## config.mk

```make
export PLATFORM = sky130hd
export DESIGN_NAME = blum_integer_test_top
export DESIGN_NICKNAME = d
export VERILOG_FILES = /design/src/sv/blum_pkg.sv /design/src/sv/blum_datapath.sv /design/src/sv/blum_ctrl.sv /design/src/sv/blum_integer_test_top.sv
export SDC_FILE = /design/constraint.sdc
export NUM_CORES = 1
export LEC_CHECK = 0
export ABC_AREA = 0
export BUFFER_PORTS_ARGS = -buffer_cell sky130_fd_sc_hd__buf_2
export CORE_ASPECT_RATIO = 0.5
export CORE_MARGIN = 4
export CORE_UTILIZATION = 60
export DETAILED_ROUTE_END_ITERATION = 7
export PLACE_DENSITY_LB_ADDON = 0.12
export SLEW_MARGIN = 30
export SYNTH_ARGS = -nofsm -noshare
export SYNTH_HDL_FRONTEND = slang
export SYNTH_SLANG_ARGS = --single-unit
```

## constraint.sdc

```tcl
create_clock -name clk -period 3.9 [get_ports clk]
set_input_delay 0.39 -clock clk [delete_from_list [all_inputs] [get_ports clk]]
set_output_delay 0.39 -clock clk [all_outputs]
set_load 0.01 [all_outputs]
```

## src/sv/blum_pkg.sv

```systemverilog
// Shared constants, controller states and command/status types of the Blum integer test.
`default_nettype none

package blum_pkg;

    localparam int VALUE_BITS_DEF = 16;
    localparam int LIMIT_BITS     = 17;
    localparam logic [LIMIT_BITS-1:0] LIMIT_RESET = 17'h10000;
    localparam int MIN_CANDIDATE  = 4;
    localparam int FIRST_DIVISOR  = 2;
    localparam logic [1:0] MOD4_THREE = 2'd3;

    typedef enum logic [2:0] {
        ST_IDLE,
        ST_START,
        ST_DIV,
        ST_EVAL,
        ST_FINISH
    } state_t;

    typedef struct packed {
        logic load;
        logic div_start;
        logic div_step;
        logic inc_d;
        logic load_q;
        logic res_we;
        logic res_val;
    } cmd_t;

    typedef struct packed {
        logic in_range;
        logic div_last;
        logic d_le_quo;
        logic rem_zero;
        logic p_mod3;
        logic q_mod3;
    } status_t;

endpackage

`default_nettype wire

```

## src/sv/blum_datapath.sv

```systemverilog
// Datapath: limit register, trial divisor, shared restoring divider and result register.
`default_nettype none

module blum_datapath #(
    parameter int VALUE_BITS = blum_pkg::VALUE_BITS_DEF
) (
    input  wire logic                            clk,
    input  wire logic                            rst_n,
    input  wire logic                            cfg_we,
    input  wire logic [blum_pkg::LIMIT_BITS-1:0] cfg_wdata,
    input  wire logic [VALUE_BITS-1:0]           candidate,
    input  wire blum_pkg::cmd_t                  cmd,
    output blum_pkg::status_t                    status,
    output logic                                 is_blum
);
    import blum_pkg::*;

    localparam int W    = VALUE_BITS;
    localparam int CW   = $clog2(W);
    localparam int CMPW = (W > LIMIT_BITS) ? W : LIMIT_BITS;

    logic [LIMIT_BITS-1:0] limit_reg;
    logic [W-1:0]          n_reg;
    logic [W-1:0]          d_reg;
    logic [W-1:0]          rem_reg;
    logic [W-1:0]          quo_reg;
    logic [CW-1:0]         cnt_reg;
    logic                  is_blum_reg;

    logic [W:0] shifted;
    logic [W:0] diff;
    logic       fits;

    // one quotient bit per cycle in div_step; quo_reg shifts dividend out, quotient in
    assign shifted = {rem_reg, quo_reg[W-1]};
    assign diff    = shifted - {1'b0, d_reg};
    assign fits    = shifted >= {1'b0, d_reg};

    always_ff @(posedge clk or negedge rst_n)
    begin
        if (!rst_n)
        begin
            limit_reg <= LIMIT_RESET;
        end
        else if (cfg_we)
        begin
            limit_reg <= cfg_wdata;
        end
    end

    always_ff @(posedge clk)
    begin
        if (cmd.load)
        begin
            n_reg <= candidate;
            d_reg <= W'(FIRST_DIVISOR);
        end
        else
        begin
            if (cmd.load_q)
                n_reg <= quo_reg;
            if (cmd.inc_d)
                d_reg <= d_reg + W'(1);
        end

        if (cmd.div_start)
        begin
            rem_reg <= '0;
            quo_reg <= n_reg;
            cnt_reg <= '0;
        end
        else if (cmd.div_step)
        begin
            rem_reg <= fits ? diff[W-1:0] : shifted[W-1:0];
            quo_reg <= {quo_reg[W-2:0], fits};
            cnt_reg <= cnt_reg + CW'(1);
        end

        if (cmd.res_we)
            is_blum_reg <= cmd.res_val;
    end

    always_comb
    begin
        status.in_range = (CMPW'(n_reg) < CMPW'(limit_reg)) && (n_reg >= W'(MIN_CANDIDATE));
        status.div_last = cnt_reg == CW'(W - 1);
        // d*d <= n holds exactly when d <= floor(n/d)
        status.d_le_quo = d_reg <= quo_reg;
        status.rem_zero = rem_reg == '0;
        status.p_mod3   = d_reg[1:0] == MOD4_THREE;
        status.q_mod3   = quo_reg[1:0] == MOD4_THREE;
    end

    assign is_blum = is_blum_reg;

endmodule

`default_nettype wire

```

## src/sv/blum_ctrl.sv

```systemverilog
// Controller: sequences trial division for the smallest factor, then the cofactor prime test.
`default_nettype none

module blum_ctrl (
    input  wire logic              clk,
    input  wire logic              rst_n,
    input  wire logic              s_tvalid,
    output logic                   s_tready,
    output logic                   m_tvalid,
    input  wire logic              m_tready,
    input  wire blum_pkg::status_t status,
    output blum_pkg::cmd_t         cmd
);
    import blum_pkg::*;

    state_t state_reg, state_next;
    logic   phase_reg, phase_next;   // 0: search factor of n, 1: prime test of cofactor
    logic   res_reg, res_next;
    logic   out_valid_reg, out_valid_next;

    always_ff @(posedge clk or negedge rst_n)
    begin
        if (!rst_n)
        begin
            state_reg     <= ST_IDLE;
            phase_reg     <= 1'b0;
            res_reg       <= 1'b0;
            out_valid_reg <= 1'b0;
        end
        else
        begin
            state_reg     <= state_next;
            phase_reg     <= phase_next;
            res_reg       <= res_next;
            out_valid_reg <= out_valid_next;
        end
    end

    always_comb
    begin
        state_next     = state_reg;
        phase_next     = phase_reg;
        res_next       = res_reg;
        out_valid_next = out_valid_reg && !m_tready;
        cmd            = '0;
        s_tready       = 1'b0;

        case (state_reg)
            ST_IDLE:
            begin
                s_tready = 1'b1;
                if (s_tvalid)
                begin
                    cmd.load   = 1'b1;
                    phase_next = 1'b0;
                    state_next = ST_START;
                end
            end
            ST_START:
            begin
                if (!phase_reg && !status.in_range)
                begin
                    res_next   = 1'b0;
                    state_next = ST_FINISH;
                end
                else
                begin
                    cmd.div_start = 1'b1;
                    state_next    = ST_DIV;
                end
            end
            ST_DIV:
            begin
                cmd.div_step = 1'b1;
                if (status.div_last)
                    state_next = ST_EVAL;
            end
            ST_EVAL:
            begin
                if (!status.d_le_quo)
                begin
                    // no divisor up to the square root: n is prime, q is prime
                    res_next   = phase_reg;
                    state_next = ST_FINISH;
                end
                else if (status.rem_zero)
                begin
                    if (!phase_reg && status.p_mod3 && status.q_mod3)
                    begin
                        // q has no factor below p, so the search continues from d = p
                        cmd.load_q = 1'b1;
                        phase_next = 1'b1;
                        state_next = ST_START;
                    end
                    else
                    begin
                        res_next   = 1'b0;
                        state_next = ST_FINISH;
                    end
                end
                else
                begin
                    cmd.inc_d  = 1'b1;
                    state_next = ST_START;
                end
            end
            ST_FINISH:
            begin
                if (!out_valid_reg || m_tready)
                begin
                    cmd.res_we     = 1'b1;
                    cmd.res_val    = res_reg;
                    out_valid_next = 1'b1;
                    state_next     = ST_IDLE;
                end
            end
            default:
            begin
                state_next = ST_IDLE;
            end
        endcase
    end

    assign m_tvalid = out_valid_reg;

endmodule

`default_nettype wire

```

## src/sv/blum_integer_test_top.sv

```systemverilog
// Top level of the Blum integer test: stream ports, controller and datapath.
// After an input transaction, each trial of the factor search and cofactor prime test passes
//   START, DIV and EVAL; a candidate out of range goes from START straight to FINISH.
// Each trial runs the shared restoring divider, one quotient bit per cycle.
// One item at a time: a new item is accepted only once the FSM is back in IDLE.
// A finished result waits in the output register while the next item is accepted.
// Reset (rst_n, async, active low): limit returns to 65536, no result pending, FSM idle.
`default_nettype none

module blum_integer_test_top #(
    parameter int VALUE_BITS = blum_pkg::VALUE_BITS_DEF,
    parameter int TDATA_BITS = ((VALUE_BITS + 7) / 8) * 8
) (
    input  wire logic                            clk,
    input  wire logic                            rst_n,
    input  wire logic                            s_tvalid,
    output logic                                 s_tready,
    input  wire logic [TDATA_BITS-1:0]           s_tdata,   // [VALUE_BITS-1:0] candidate
    output logic                                 m_tvalid,
    input  wire logic                            m_tready,
    output logic [7:0]                           m_tdata,   // [0] is_blum
    input  wire logic                            cfg_we,
    input  wire logic [blum_pkg::LIMIT_BITS-1:0] cfg_wdata  // limit_n
);
    import blum_pkg::*;

    cmd_t    cmd;
    status_t status;
    logic    is_blum;

    blum_ctrl u_ctrl (
        .clk      (clk),
        .rst_n    (rst_n),
        .s_tvalid (s_tvalid),
        .s_tready (s_tready),
        .m_tvalid (m_tvalid),
        .m_tready (m_tready),
        .status   (status),
        .cmd      (cmd)
    );

    blum_datapath #(
        .VALUE_BITS (VALUE_BITS)
    ) u_datapath (
        .clk       (clk),
        .rst_n     (rst_n),
        .cfg_we    (cfg_we),
        .cfg_wdata (cfg_wdata),
        .candidate (s_tdata[VALUE_BITS-1:0]),
        .cmd       (cmd),
        .status    (status),
        .is_blum   (is_blum)
    );

    assign m_tdata = {7'b0, is_blum};

endmodule

`default_nettype wire

```

==> results.md, run 1 <==
- sky130_fd_sc_hd__o211a_1 — master of the slowest instance on the critical path
- 0.250 — fraction of synthesis flops using an asynchronous set or reset pin
- 769 ps — fin worst setup slack
- 396 — iteration-0 DRC count of the detailed router
- no — setup repair after global routing missed its margin
- 627 — synthesized instance count
- sky130_fd_sc_hd__dfxtp_1 — Main synth FF type
- 0.125 — share of cells above drive strength 1
- 8950 µm² — area of the placeable core
- 33 — Post-synth EDFFs
- 0.347 mV — IR Drop Worst-Case VDD
- 2.75 nW — leakage power figure
- inv_1 > ha_1 > a21o_1 > a311oi_1 > o21bai_1 > o21ai_2 > o211a_1 > nor4_1 > a221o_1 — ordered list of cells on the worst path
- 0.634 — effective utilization at floorplan
- primary input to asynchronous set/reset pin — Min-Delay Path Class
- 0.696 — post-layout utilization of the core
- 4 — 1st-pass router iterations
- 0 — number of endpoints with negative hold slack in the final report
- 770 ps — Worst path max stage delay
- 2 — number of buffers on the longest clock path
- 0 — max-capacitance violation count
- 11200 µm² — total die area
- 9.05 µm² — mean cell area of the mapped netlist
- 12900 µm — total wire length after detailed routing
- 3360 ps — CP arrival
- 4603 — routed via count
- 21800 µm — global-route wire length before repair
- 0 — number of buffers inserted for hold repair after clock tree synthesis
- sky130_fd_sc_hd__nand2_1 (100), sky130_fd_sc_hd__inv_1 (57), sky130_fd_sc_hd__ha_1 (49), sky130_fd_sc_hd__o21ai_0 (49), sky130_fd_sc_hd__dfxtp_1 (36) — top post-synthesis cells by count
- 9550 µm — post-detailed-placement half-perimeter wirelength
- u_datapath.d_reg[6] — Crit. Startpoint
- 0 — buffer count from post-CTS setup fixing
- 0.238 — GR Util All Layers
- 0 — Congestion Overflow GR
- 0.362 — met2 Resource Use GR
- 22 — Crit Path Max Fanout
- 48 — Top-Level Pins
- 77 — post-synth cell types
- 24 — Rows
- sky130_fd_sc_hd__clkbuf_16 — buffer type at the clock tree root
- 92 — register bit total from synthesis
- 146 µm — die span in x
- 40 — IO Port Bufs
- 861 ps — dpl ws
- 778 nW/µm² — Power per Cell Area
- 0 — DRC violation count after routing
- u_datapath.d_reg[6] — Critical R2R Launch
- 7.77 ps — skew final
- 9.72% — area overhead of the layout relative to synthesis
- 0.00484 W — total power
- 47 — maximum number of pins on one net before global-route repair
- 0 — antenna cell count
- flop — kind of end point of the critical path
- met2 — global routing's busiest layer
- 3130 ps — minimum clock period
- 70 ps — Reg clk slew, reported paths
- 916 ps — slew at the pin with the worst max-slew slack
- 17 — max FFs per register
- 0.353 — GR Util met1
- sky130_fd_sc_hd__edfxtp_1 — most area-hungry cell type in the Yosys netlist
- 0 — count of pins over their slew limit
- sky130_fd_sc_hd__edfxtp_1 (17%), sky130_fd_sc_hd__dfxtp_1 (13%), sky130_fd_sc_hd__ha_1 (11%), sky130_fd_sc_hd__dfrtp_1 (9.7%), sky130_fd_sc_hd__nand2_1 (6.6%) — leading post-synthesis cells by cell area
- 0.175 — portion of synthesized cell area occupied by the leading cell type
- 16.5 µm — drt wl/cell
- 5680 µm² — Netlist Area Pre-Place
- 319 MHz — maximum clock frequency
- 0.803 — crit share post-route
- 92 — CTS Sinks
- 340 ps — Clock Latency Late Sink
- 0.930 — gpl congestion
- 0.403 — sequential element share of the synthesized area
- 781 — Final Instance Count excl. Fillers
- 0.0418 — routing usage on met3
- 764 — Placed Cells
- 0 — Post-CTS Resized
- 1 — total buffers and inverters traversed by the critical path
- 5.89 — vias per inst
- 0.390 — worst rel slew slack
- 0 — number of warnings issued by yosys
- flop to flop — worst setup path category
- sky130_fd_sc_hd__nand2_1 — cell with the most instances after synthesis
- 747 — nets@finish
- flop — nature of the critical path startpoint
- 4338 — number of global-route vias before repair
- 4130 ps — endpoint required time on the critical path
- finished, final reports clean — run status
- 0 ps — post-route setup TNS
- compound AO/OA/AOI/OAI gates — Largest delay share family, worst path
- 9 — clock buffers created by TritonCTS
- 0 — initial antenna violation count
- 0 — count of endpoints failing setup in the final report
- 3 — number of H-tree levels
- done — clock tree from TritonCTS
- 76.8 µm — Die Height
- 0 — ANT nets after route
-- layer usage --
layer	vias up	part of all wire
met1	2154	0.51
met3	19	0.057
met5	-	0
li1	2297	-
met4	0	0.010
met2	133	0.43
-- report_power, final --
part | internal [W] | switching (W) | total [W]
Clock | 0.000514 | 0.000372 | 0.000886
Combinational | 0.000933 | 0.00141 | 0.00234
Sequential | 0.00139 | 0.000220 | 0.00161
Total | 0.00284 | 0.00200 | 0.00484
-- cell usage in the layout (no fill, tap or decap), drive strengths merged, types with 9 or more instances in the layout --
| cell type | Yosys | routed |
|---|---|---|
| o21ai | 54 | 54 |
| buf | 15 | 45 |
| nand3 | 25 | 25 |
| ha | 49 | 49 |
| nor4 | 14 | 14 |
| dfxtp | 36 | 36 |
| edfxtp | 33 | 33 |
| inv | 57 | 58 |
| o22ai | 9 | 9 |
| nor2 | 19 | 19 |
| a21o | 16 | 16 |
| mux2i | 16 | 16 |
| nand2 | 100 | 100 |
| clkbuf | 15 | 10 |
| a21oi | 27 | 27 |
| dfrtp | 22 | 22 |
| xnor2 | 11 | 11 |
| nand4 | 12 | 12 |
-- through the flow --
step	hold WS, ps	area, µm²
floorplan	94.4	5700
global placement	409	5910
detailed placement	413	5910
CTS	50.3	6220
global route	83.2	6230
finish	35.4	6230
-- cell families after synthesis --
kind of cell / Yosys count / synth area share
compound gates: 148 / 0.170
xor+xnor: 14 / 0.0216
fa+ha+maj: 50 / 0.112
buf+inv: 87 / 0.0661
flops: 92 / 0.403
mux: 20 / 0.0362
other cells: 1 / 0.000661
simple gates: 215 / 0.191
-- worst register-to-register path, cell delays in order (launching register included) --
cell and delay, ps:
sky130_fd_sc_hd__dfxtp_1 400, sky130_fd_sc_hd__inv_1 100, sky130_fd_sc_hd__ha_1 360, sky130_fd_sc_hd__a21o_1 240
sky130_fd_sc_hd__a311oi_1 300, sky130_fd_sc_hd__o21bai_1 160, sky130_fd_sc_hd__o21ai_2 190, sky130_fd_sc_hd__o211a_1 770
sky130_fd_sc_hd__nor4_1 180, sky130_fd_sc_hd__a221o_1 310
-- final timing paths --
path | to | slack [ps] | depth (start not counted)
max in group asynchronous | u_ctrl.state_reg[0] | 3490 | 1
worst max-delay path | u_datapath.rem_reg[4] | 770 | 9
worst min-delay path | u_datapath.limit_reg[11] | 40 | 1
worst min register to register | u_datapath.cnt_reg[1] | 480 | 2
min in group clk | u_datapath.limit_reg[1] | 260 | 3
worst max register to register | u_datapath.rem_reg[4] | 770 | 9
-- cell type report --
class / count / area (µm²)
fill: 702 / 2720
tap: 117 / 146
timing repair buffer: 45 / 241
inverter: 57 / 214
sequential: 92 / 2290
clock inverter: 6 / 62.6
multi-input combinational: 454 / 3040
clock buffer: 10 / 239
No activity file was read; power rests on OpenSTA's default activity.
==> run 2, diff against run 1 <==
Settings changed: ABC_AREA 0 to 1.
Clock period 3.9 ns to 3 ns, I/O delays scaled along.
==> results.md, run 2 <==
- 80.4 µm — Die Height, was 76.8 µm
- 3 — WHS Path Cells
- 12300 µm² — total die area, was 11200 µm²
- 0 — Post-CTS Resized, unchanged
- sky130_fd_sc_hd__dfxtp_1 — Main synth FF type, unchanged
- 345 — iteration-0 DRC count of the detailed router, was 396
- 837 — synthesized instance count, was 627
- sky130_fd_sc_hd__clkbuf_16 — buffer type at the clock tree root, unchanged
- sky130_fd_sc_hd__edfxtp_1 — most area-hungry cell type in the Yosys netlist, unchanged
- 0.129 — share of cells above drive strength 1, was 0.125
- 0 ps — post-route setup TNS, unchanged
- u_datapath.n_reg[2] — Crit. Startpoint, was u_datapath.d_reg[6]
- 5.41 — vias per inst, was 5.89
- 0 — initial antenna violation count, unchanged
- 701 ps — slew at the pin with the worst max-slew slack, was 916 ps
- 0 — number of warnings issued by yosys, unchanged
- 5495 — routed via count, was 4603
- 33 — Post-synth EDFFs, unchanged
- 16 — Crit Path Max Fanout, was 22
- 0 — buffer count from post-CTS setup fixing, unchanged
- 0 — count of pins over their slew limit, unchanged
- 659 ps — dpl ws, was 861 ps
- 40 — IO Port Bufs, unchanged
- 3.35 nW — leakage power figure, was 2.75 nW
- 630 ps — slack of the worst reg-to-reg path, was 770 ps
- 26 — Rows, was 24
- 11200 µm — post-detailed-placement half-perimeter wirelength, was 9550 µm
- 6290 µm² — Netlist Area Pre-Place, was 5680 µm²
- 6 — 1st-pass router iterations, was 4
- 0 — ANT nets after route, unchanged
- 10200 µm² — area of the placeable core, was 8950 µm²
- 25500 µm — global-route wire length before repair, was 21800 µm
- primary input to flop — Min-Delay Path Class, was primary input to asynchronous set/reset pin
- 0.612 mV — IR Drop Worst-Case VDD, was 0.347 mV
- 3 — number of H-tree levels, unchanged
- 340 ps — Clock Latency Late Sink, about the same
- 0 — antenna cell count, unchanged
- sky130_fd_sc_hd__nand2_1 — most frequent standard cell in the layout excluding fill and tap cells, unchanged
- 2370 ps — minimum clock period, was 3130 ps
- 0 — count of endpoints failing setup in the final report, unchanged
- done — clock tree from TritonCTS, unchanged
- 0.250 — fraction of synthesis flops using an asynchronous set or reset pin, unchanged
- 9 — clock buffers created by TritonCTS, unchanged
- 92 — CTS Sinks, unchanged
- 15000 µm — total wire length after detailed routing, was 12900 µm
- flop — nature of the critical path startpoint, unchanged
- 0.254 — GR Util All Layers, was 0.238
- sky130_fd_sc_hd__nand2_1 (231), sky130_fd_sc_hd__inv_1 (105), sky130_fd_sc_hd__nand3_1 (104), sky130_fd_sc_hd__ha_1 (49), sky130_fd_sc_hd__buf_2 (40) — commonest non-fill, non-tap cells in the layout, was sky130_fd_sc_hd__nand2_1 (100), sky130_fd_sc_hd__inv_1 (57), sky130_fd_sc_hd__o21ai_0 (49), sky130_fd_sc_hd__ha_1 (49), sky130_fd_sc_hd__buf_2 (40)
- 14.7 µm — drt wl/cell, was 16.5 µm
- 1016 — Final Instance Count excl. Fillers, was 781
- 0 — DRC violation count after routing, unchanged
- 17 — max FFs per register, unchanged
- 153 µm — die span in x, was 146 µm
- flop to flop — worst setup path category, unchanged
- 0.531 — worst rel slew slack, was 0.390
- 2970 ps — endpoint required time on the critical path, was 4130 ps
- 0.364 — sequential element share of the synthesized area, was 0.403
- 9.02% — area overhead of the layout relative to synthesis, was 9.72%
- 0.616 — effective utilization at floorplan, was 0.634
- 2 — number of buffers on the longest clock path, unchanged
- u_datapath.quo_reg[0] — RR Endpoint, was u_datapath.rem_reg[4]
- 12 — logic depth of the worst register-to-register path, was 9
- 0.157 — portion of synthesized cell area occupied by the leading cell type, was 0.175
- 51 — post-synth cell types, was 77
- 0 — number of endpoints with negative hold slack in the final report, unchanged
- 1080 nW/µm² — Power per Cell Area, was 778 nW/µm²
- 0 — max-capacitance violation count, unchanged
- 7.52 µm² — mean cell area of the mapped netlist, was 9.05 µm²
- no — setup repair after global routing missed its margin, unchanged
- sky130_fd_sc_hd__nand2_1 — cell with the most instances after synthesis, unchanged
- 0 — Congestion Overflow GR, unchanged
- 959 — nets@finish, was 747
- 422 MHz — maximum clock frequency, was 319 MHz
- flop — kind of end point of the critical path, unchanged
- 897 — count of filler cells inserted in the layout, was 702
- 999 — Placed Cells, was 764
- 70 ps — Reg clk slew, reported paths, about the same
- 5351 — number of global-route vias before repair, was 4338
- u_datapath.n_reg[2] — Critical R2R Launch, was u_datapath.d_reg[6]
- 39 — maximum number of pins on one net before global-route repair, was 47
- sky130_fd_sc_hd__nand2_1 (231), sky130_fd_sc_hd__inv_1 (105), sky130_fd_sc_hd__nand3_1 (104) — top post-synthesis cells by count, was sky130_fd_sc_hd__nand2_1 (100), sky130_fd_sc_hd__inv_1 (57), sky130_fd_sc_hd__ha_1 (49), sky130_fd_sc_hd__o21ai_0 (49), sky130_fd_sc_hd__dfxtp_1 (36)
- 1 — number of buffers inserted for hold repair after clock tree synthesis, was 0
- 0.789 — crit share post-route, was 0.803
- finished, final reports clean — run status, unchanged
- sky130_fd_sc_hd__edfxtp_1 (16%), sky130_fd_sc_hd__nand2_1 (14%), sky130_fd_sc_hd__dfxtp_1 (11%), sky130_fd_sc_hd__ha_1 (9.7%), sky130_fd_sc_hd__dfrtp_1 (8.7%) — leading post-synthesis cells by cell area, was sky130_fd_sc_hd__edfxtp_1 (17%), sky130_fd_sc_hd__dfxtp_1 (13%), sky130_fd_sc_hd__ha_1 (11%), sky130_fd_sc_hd__dfrtp_1 (9.7%), sky130_fd_sc_hd__nand2_1 (6.6%)
- 0.899 — gpl congestion, was 0.930
- 632 ps — fin worst setup slack, was 769 ps
- 48 — Top-Level Pins, unchanged
- 5.97 ps — skew final, was 7.77 ps
- 92 — register bit total from synthesis, unchanged
- 2340 ps — CP arrival, was 3360 ps
- u_datapath.quo_reg[0] — Setup crit end, was u_datapath.rem_reg[4]
==> run 2: how the worst min path moves through the flow <==
stage / startpoint / endpoint / slack, ps
2_1_floorplan: rst_n / u_ctrl.m_tvalid / 4
3_3_place_gp: rst_n / u_datapath.limit_reg[5] / 310
3_5_place_dp: rst_n / u_datapath.limit_reg[7] / 310
4_1_cts: cfg_wdata[11] / u_datapath.limit_reg[11] / 160
5_1_grt: cfg_wdata[15] / u_datapath.limit_reg[15] / 170
6_report: cfg_wdata[10] / u_datapath.limit_reg[10] / 170
==> run 2: report_power, final <==
part | internal (W) | switching, W | total [W]
sequential | 0.00183 | 0.000261 | 0.00209
combinational | 0.00140 | 0.00271 | 0.00411
clock | 0.000698 | 0.000487 | 0.00119
==> run 2: final cells by class <==
class / count / area, µm² / share of cell area
clock buffer: 12 / 256 / 0.0374
multi-input combinational: 606 / 3380 / 0.492
sequential: 92 / 2290 / 0.333
tap: 140 / 175 / 0.0255
clock inverter: 4 / 55.1 / 0.00802
inverter: 112 / 420 / 0.0613
timing repair buffer: 50 / 290 / 0.0423
==> run 2: logic make-up (layout without fill, tap and decap cells) <==
group	Yosys count	in the layout	share of synthesized area
AND/OR/NAND/NOR	437	437	0.321
other	1	7	0.000596
AO/OA/AOI/OAI	87	87	0.0751
XOR/XNOR	23	23	0.0320
multiplexers	2	2	0.00338
flip-flops	92	92	0.364
buffers and inverters	145	178	0.104
adder cells (fa/ha/maj)	50	50	0.101
==> run 2: routing by layer <==
metal	track usage	vias to the layer above	routed length, µm
met3	0.0527	25	1120
li1	-	2779	-
met5	0	-	0
met2	0.416	189	6560
met1	0.345	2502	7000
met4	0.0684	0	273
==> run 2: worst max-delay path: stages, from the launching register on <==
cell	delay, ps
sky130_fd_sc_hd__edfxtp_1	440
sky130_fd_sc_hd__ha_1	360
sky130_fd_sc_hd__nand2_1	70
sky130_fd_sc_hd__nand2_1	40
sky130_fd_sc_hd__nand2_1	50
sky130_fd_sc_hd__nand2_1	40
sky130_fd_sc_hd__nand2_1	60
sky130_fd_sc_hd__nand2_1	80
sky130_fd_sc_hd__nand2_1	80
sky130_fd_sc_hd__nand3_2	90
sky130_fd_sc_hd__nand2_2	80
sky130_fd_sc_hd__nand2_1	60
sky130_fd_sc_hd__nand2_1	530
==> run 2: stage by stage <==
step                      utilization  power, W  hold slack, ps  instance area, µm²
after floorplan                     -   0.00535            4.41                6320
after global placement          0.640   0.00604             310                6540
after detailed placement        0.640   0.00615             309                6540
after CTS                       0.672   0.00736             157                6860
after global routing            0.672   0.00805             174                6860
final                           0.672   0.00739             165                6860
==> run 3, diff against run 2 <==
Settings changed: ABC_AREA 1 to 0.
Clock period 3 ns to 2.4 ns, I/O delays scaled along.
==> results.md, run 3 (synthesis gave the netlist of run 1 again) <==
- 0.284 — GR Util All Layers, was 0.254
- 2690 ps — endpoint required time on the critical path, was 2970 ps
- sky130_fd_sc_hd__or4_1 — master of the slowest instance on the critical path, was sky130_fd_sc_hd__nand2_1
- 19.2 µm — drt wl/cell, was 14.7 µm
- 3.41 nW — leakage power figure, was 3.35 nW
- -192 ps — fin worst setup slack, was 632 ps
- 0 — number of endpoints with negative hold slack in the final report, unchanged
- 3 — number of H-tree levels, unchanged
- 0.347 — share of cells above drive strength 1, was 0.129
- 36.2% — area overhead of the layout relative to synthesis, was 9.02%
- 0 — antenna cell count, unchanged
- 9 — clock buffers created by TritonCTS, unchanged
- 0.634 — effective utilization at floorplan, was 0.616
- flop — kind of end point of the critical path, unchanged
- 25900 µm — global-route wire length before repair, was 25500 µm
- 92 — CTS Sinks, unchanged
- 1350 nW/µm² — Power per Cell Area, was 1080 nW/µm²
- 4 — Crit Path Max Fanout, was 16
- 350 ps — Clock Latency Late Sink, was 340 ps
- 70 ps — Reg clk slew, reported paths, about the same
- 6.17 — vias per inst, was 5.41
- 0.864 — post-layout utilization of the core, was 0.672
- 40 — IO Port Bufs, unchanged
- primary input to flop — Min-Delay Path Class, unchanged
- 0 — DRC violation count after routing, unchanged
- yes — setup repair after global routing missed its margin, was no
- 36 — count of endpoints failing setup in the final report, was 0
- 11200 µm² — total die area, was 12300 µm²
- 8.19 ps — skew final, was 5.97 ps
- 5258 — number of global-route vias before repair, was 5351
- 0 — ANT nets after route, unchanged
- 386 MHz — maximum clock frequency, was 422 MHz
- 725 ps — slew at the pin with the worst max-slew slack, was 701 ps
- 0.970 — gpl congestion, was 0.899
- flop — nature of the critical path startpoint, unchanged
- 1.08 — crit share post-route, was 0.789
- sky130_fd_sc_hd__buf_4 — most frequent standard cell in the layout excluding fill and tap cells, was sky130_fd_sc_hd__nand2_1
- done — clock tree from TritonCTS, unchanged
- 146 µm — die span in x, was 153 µm
- 2890 ps — CP arrival, was 2340 ps
- 0 — max-capacitance violation count, unchanged
- 5574 — routed via count, was 5495
- 17300 µm — total wire length after detailed routing, was 15000 µm
- 0 — Congestion Overflow GR, unchanged
- 0 — initial antenna violation count, unchanged
- negative setup slack — failing checks
- 24 — Rows, was 26
- 2 — number of buffers on the longest clock path, unchanged
- 0.513 — worst rel slew slack, was 0.531
- 869 — nets@finish, was 959
- 11200 µm — post-detailed-placement half-perimeter wirelength, about the same
- sky130_fd_sc_hd__buf_4 (114), sky130_fd_sc_hd__nand2_1 (99), sky130_fd_sc_hd__o21ai_0 (48), sky130_fd_sc_hd__inv_1 (47), sky130_fd_sc_hd__buf_2 (40) — commonest non-fill, non-tap cells in the layout, was sky130_fd_sc_hd__nand2_1 (231), sky130_fd_sc_hd__inv_1 (105), sky130_fd_sc_hd__nand3_1 (104), sky130_fd_sc_hd__ha_1 (49), sky130_fd_sc_hd__buf_2 (40)
- 2590 ps — minimum clock period, was 2370 ps
- sky130_fd_sc_hd__clkbuf_16 — buffer type at the clock tree root, unchanged
- finished with violations — run status, was finished, final reports clean
- 510 ps — Worst path max stage delay, was 530 ps
- 0 — count of pins over their slew limit, unchanged
- 39 — maximum number of pins on one net before global-route repair, unchanged
- 17 — max FFs per register, unchanged
- -190 ps — slack of the worst reg-to-reg path, was 630 ps
- -4060 ps — post-route setup TNS, was 0 ps
- 5 — 1st-pass router iterations, was 6
- 48 — Top-Level Pins, unchanged
- 76.8 µm — Die Height, was 80.4 µm
- inv_1 > fa_2 > nand2b_4 > a21oi_4 > o41a_1 > a32o_2 > buf_4 > nor2_1 > or4_1 > nand3_1 — ordered list of cells on the worst path, was ha_1 > nand2_1 > nand2_1 > nand2_1 > nand2_1 > nand2_1 > nand2_1 > nand2_1 > nand3_2 > nand2_2 > nand2_1 > nand2_1
- 8950 µm² — area of the placeable core, was 10200 µm²
- 578 — iteration-0 DRC count of the detailed router, was 345
- flop to flop — worst setup path category, unchanged
- 1.07 mV — IR Drop Worst-Case VDD, was 0.612 mV
run 3: critical path, delay by kind of cell, from the launching register on:
| family | cells | cell delay (ps) |
|---|---|---|
| and+or+nand+nor | 4 | 800 |
| buffers and inverters | 2 | 270 |
| DFF | 1 | 440 |
| adders and majority gates | 1 | 420 |
| AOI/OAI and AO/OA | 3 | 610 |
run 3: final cells by class:
cell class | instances | area [µm²]
fillers | 418 | 1220
repair buffers | 166 | 1220
clock buffers | 10 | 229
inverters | 57 | 223
flip-flops and latches | 92 | 2310
well taps | 117 | 146
multi-input cells | 455 | 3550
clock inverters | 6 | 48.8
run 3: repair_timing:
action / in CTS / in global routing
endpoints found under the hold margin: 22 / 0
hold buffers: 1 / 0
gates resized for setup: 34 / 58
pin swaps: 22 / 37
setup buffers: 14 / 13
cloned: 1 / 0
setup endpoints to repair: 75 / 80
run 3: through the flow:
| stage | cells | cell area, µm² | hold slack (ps) | total power (W) | worst slack, ps |
|---|---|---|---|---|---|
| 2_1_floorplan | 633 | 5770 | -55.6 | 0.00560 | -92.0 |
| 3_3_place_gp | 860 | 6770 | 251 | 0.00737 | -208 |
| 3_5_place_dp | 860 | 6770 | 257 | 0.00756 | -308 |
| 4_1_cts | 891 | 7320 | 90.2 | 0.00940 | -182 |
| 5_1_grt | 903 | 7730 | 103 | 0.0110 | -238 |
| 6_report | 903 | 7730 | 98.0 | 0.0104 | -192 |
run 3: final timing paths:
path | start | depth (start not counted) | end
hold / removal | cfg_wdata[8] | 3 | u_datapath.limit_reg[8]
min in group asynchronous | rst_n | 2 | u_datapath.limit_reg[12]
max in group asynchronous | rst_n | 2 | u_ctrl.m_tvalid
hold reg to reg | u_datapath.cnt_reg[1] | 2 | u_datapath.cnt_reg[1]
setup reg to reg | u_datapath.rem_reg[0] | 10 | u_datapath.rem_reg[14]
setup / recovery | u_datapath.rem_reg[0] | 10 | u_datapath.rem_reg[14]
run 3: where the power goes:
group          leakage (nW)  switching, W  internal [W]
clock network         0.139      0.000663      0.000715
registers             0.896      0.000367       0.00226
logic                  2.37       0.00331       0.00313
run 3: layer usage:
| layer | GRT usage | vias to the layer above | wire length (µm) |
|---|---|---|---|
| met4 | 0.0833 | 0 | 409 |
| met5 | 0 | - | 0 |
| met1 | 0.376 | 2675 | 7540 |
| li1 | - | 2555 | - |
| met3 | 0.0565 | 47 | 1310 |
| met2 | 0.478 | 297 | 8090 |
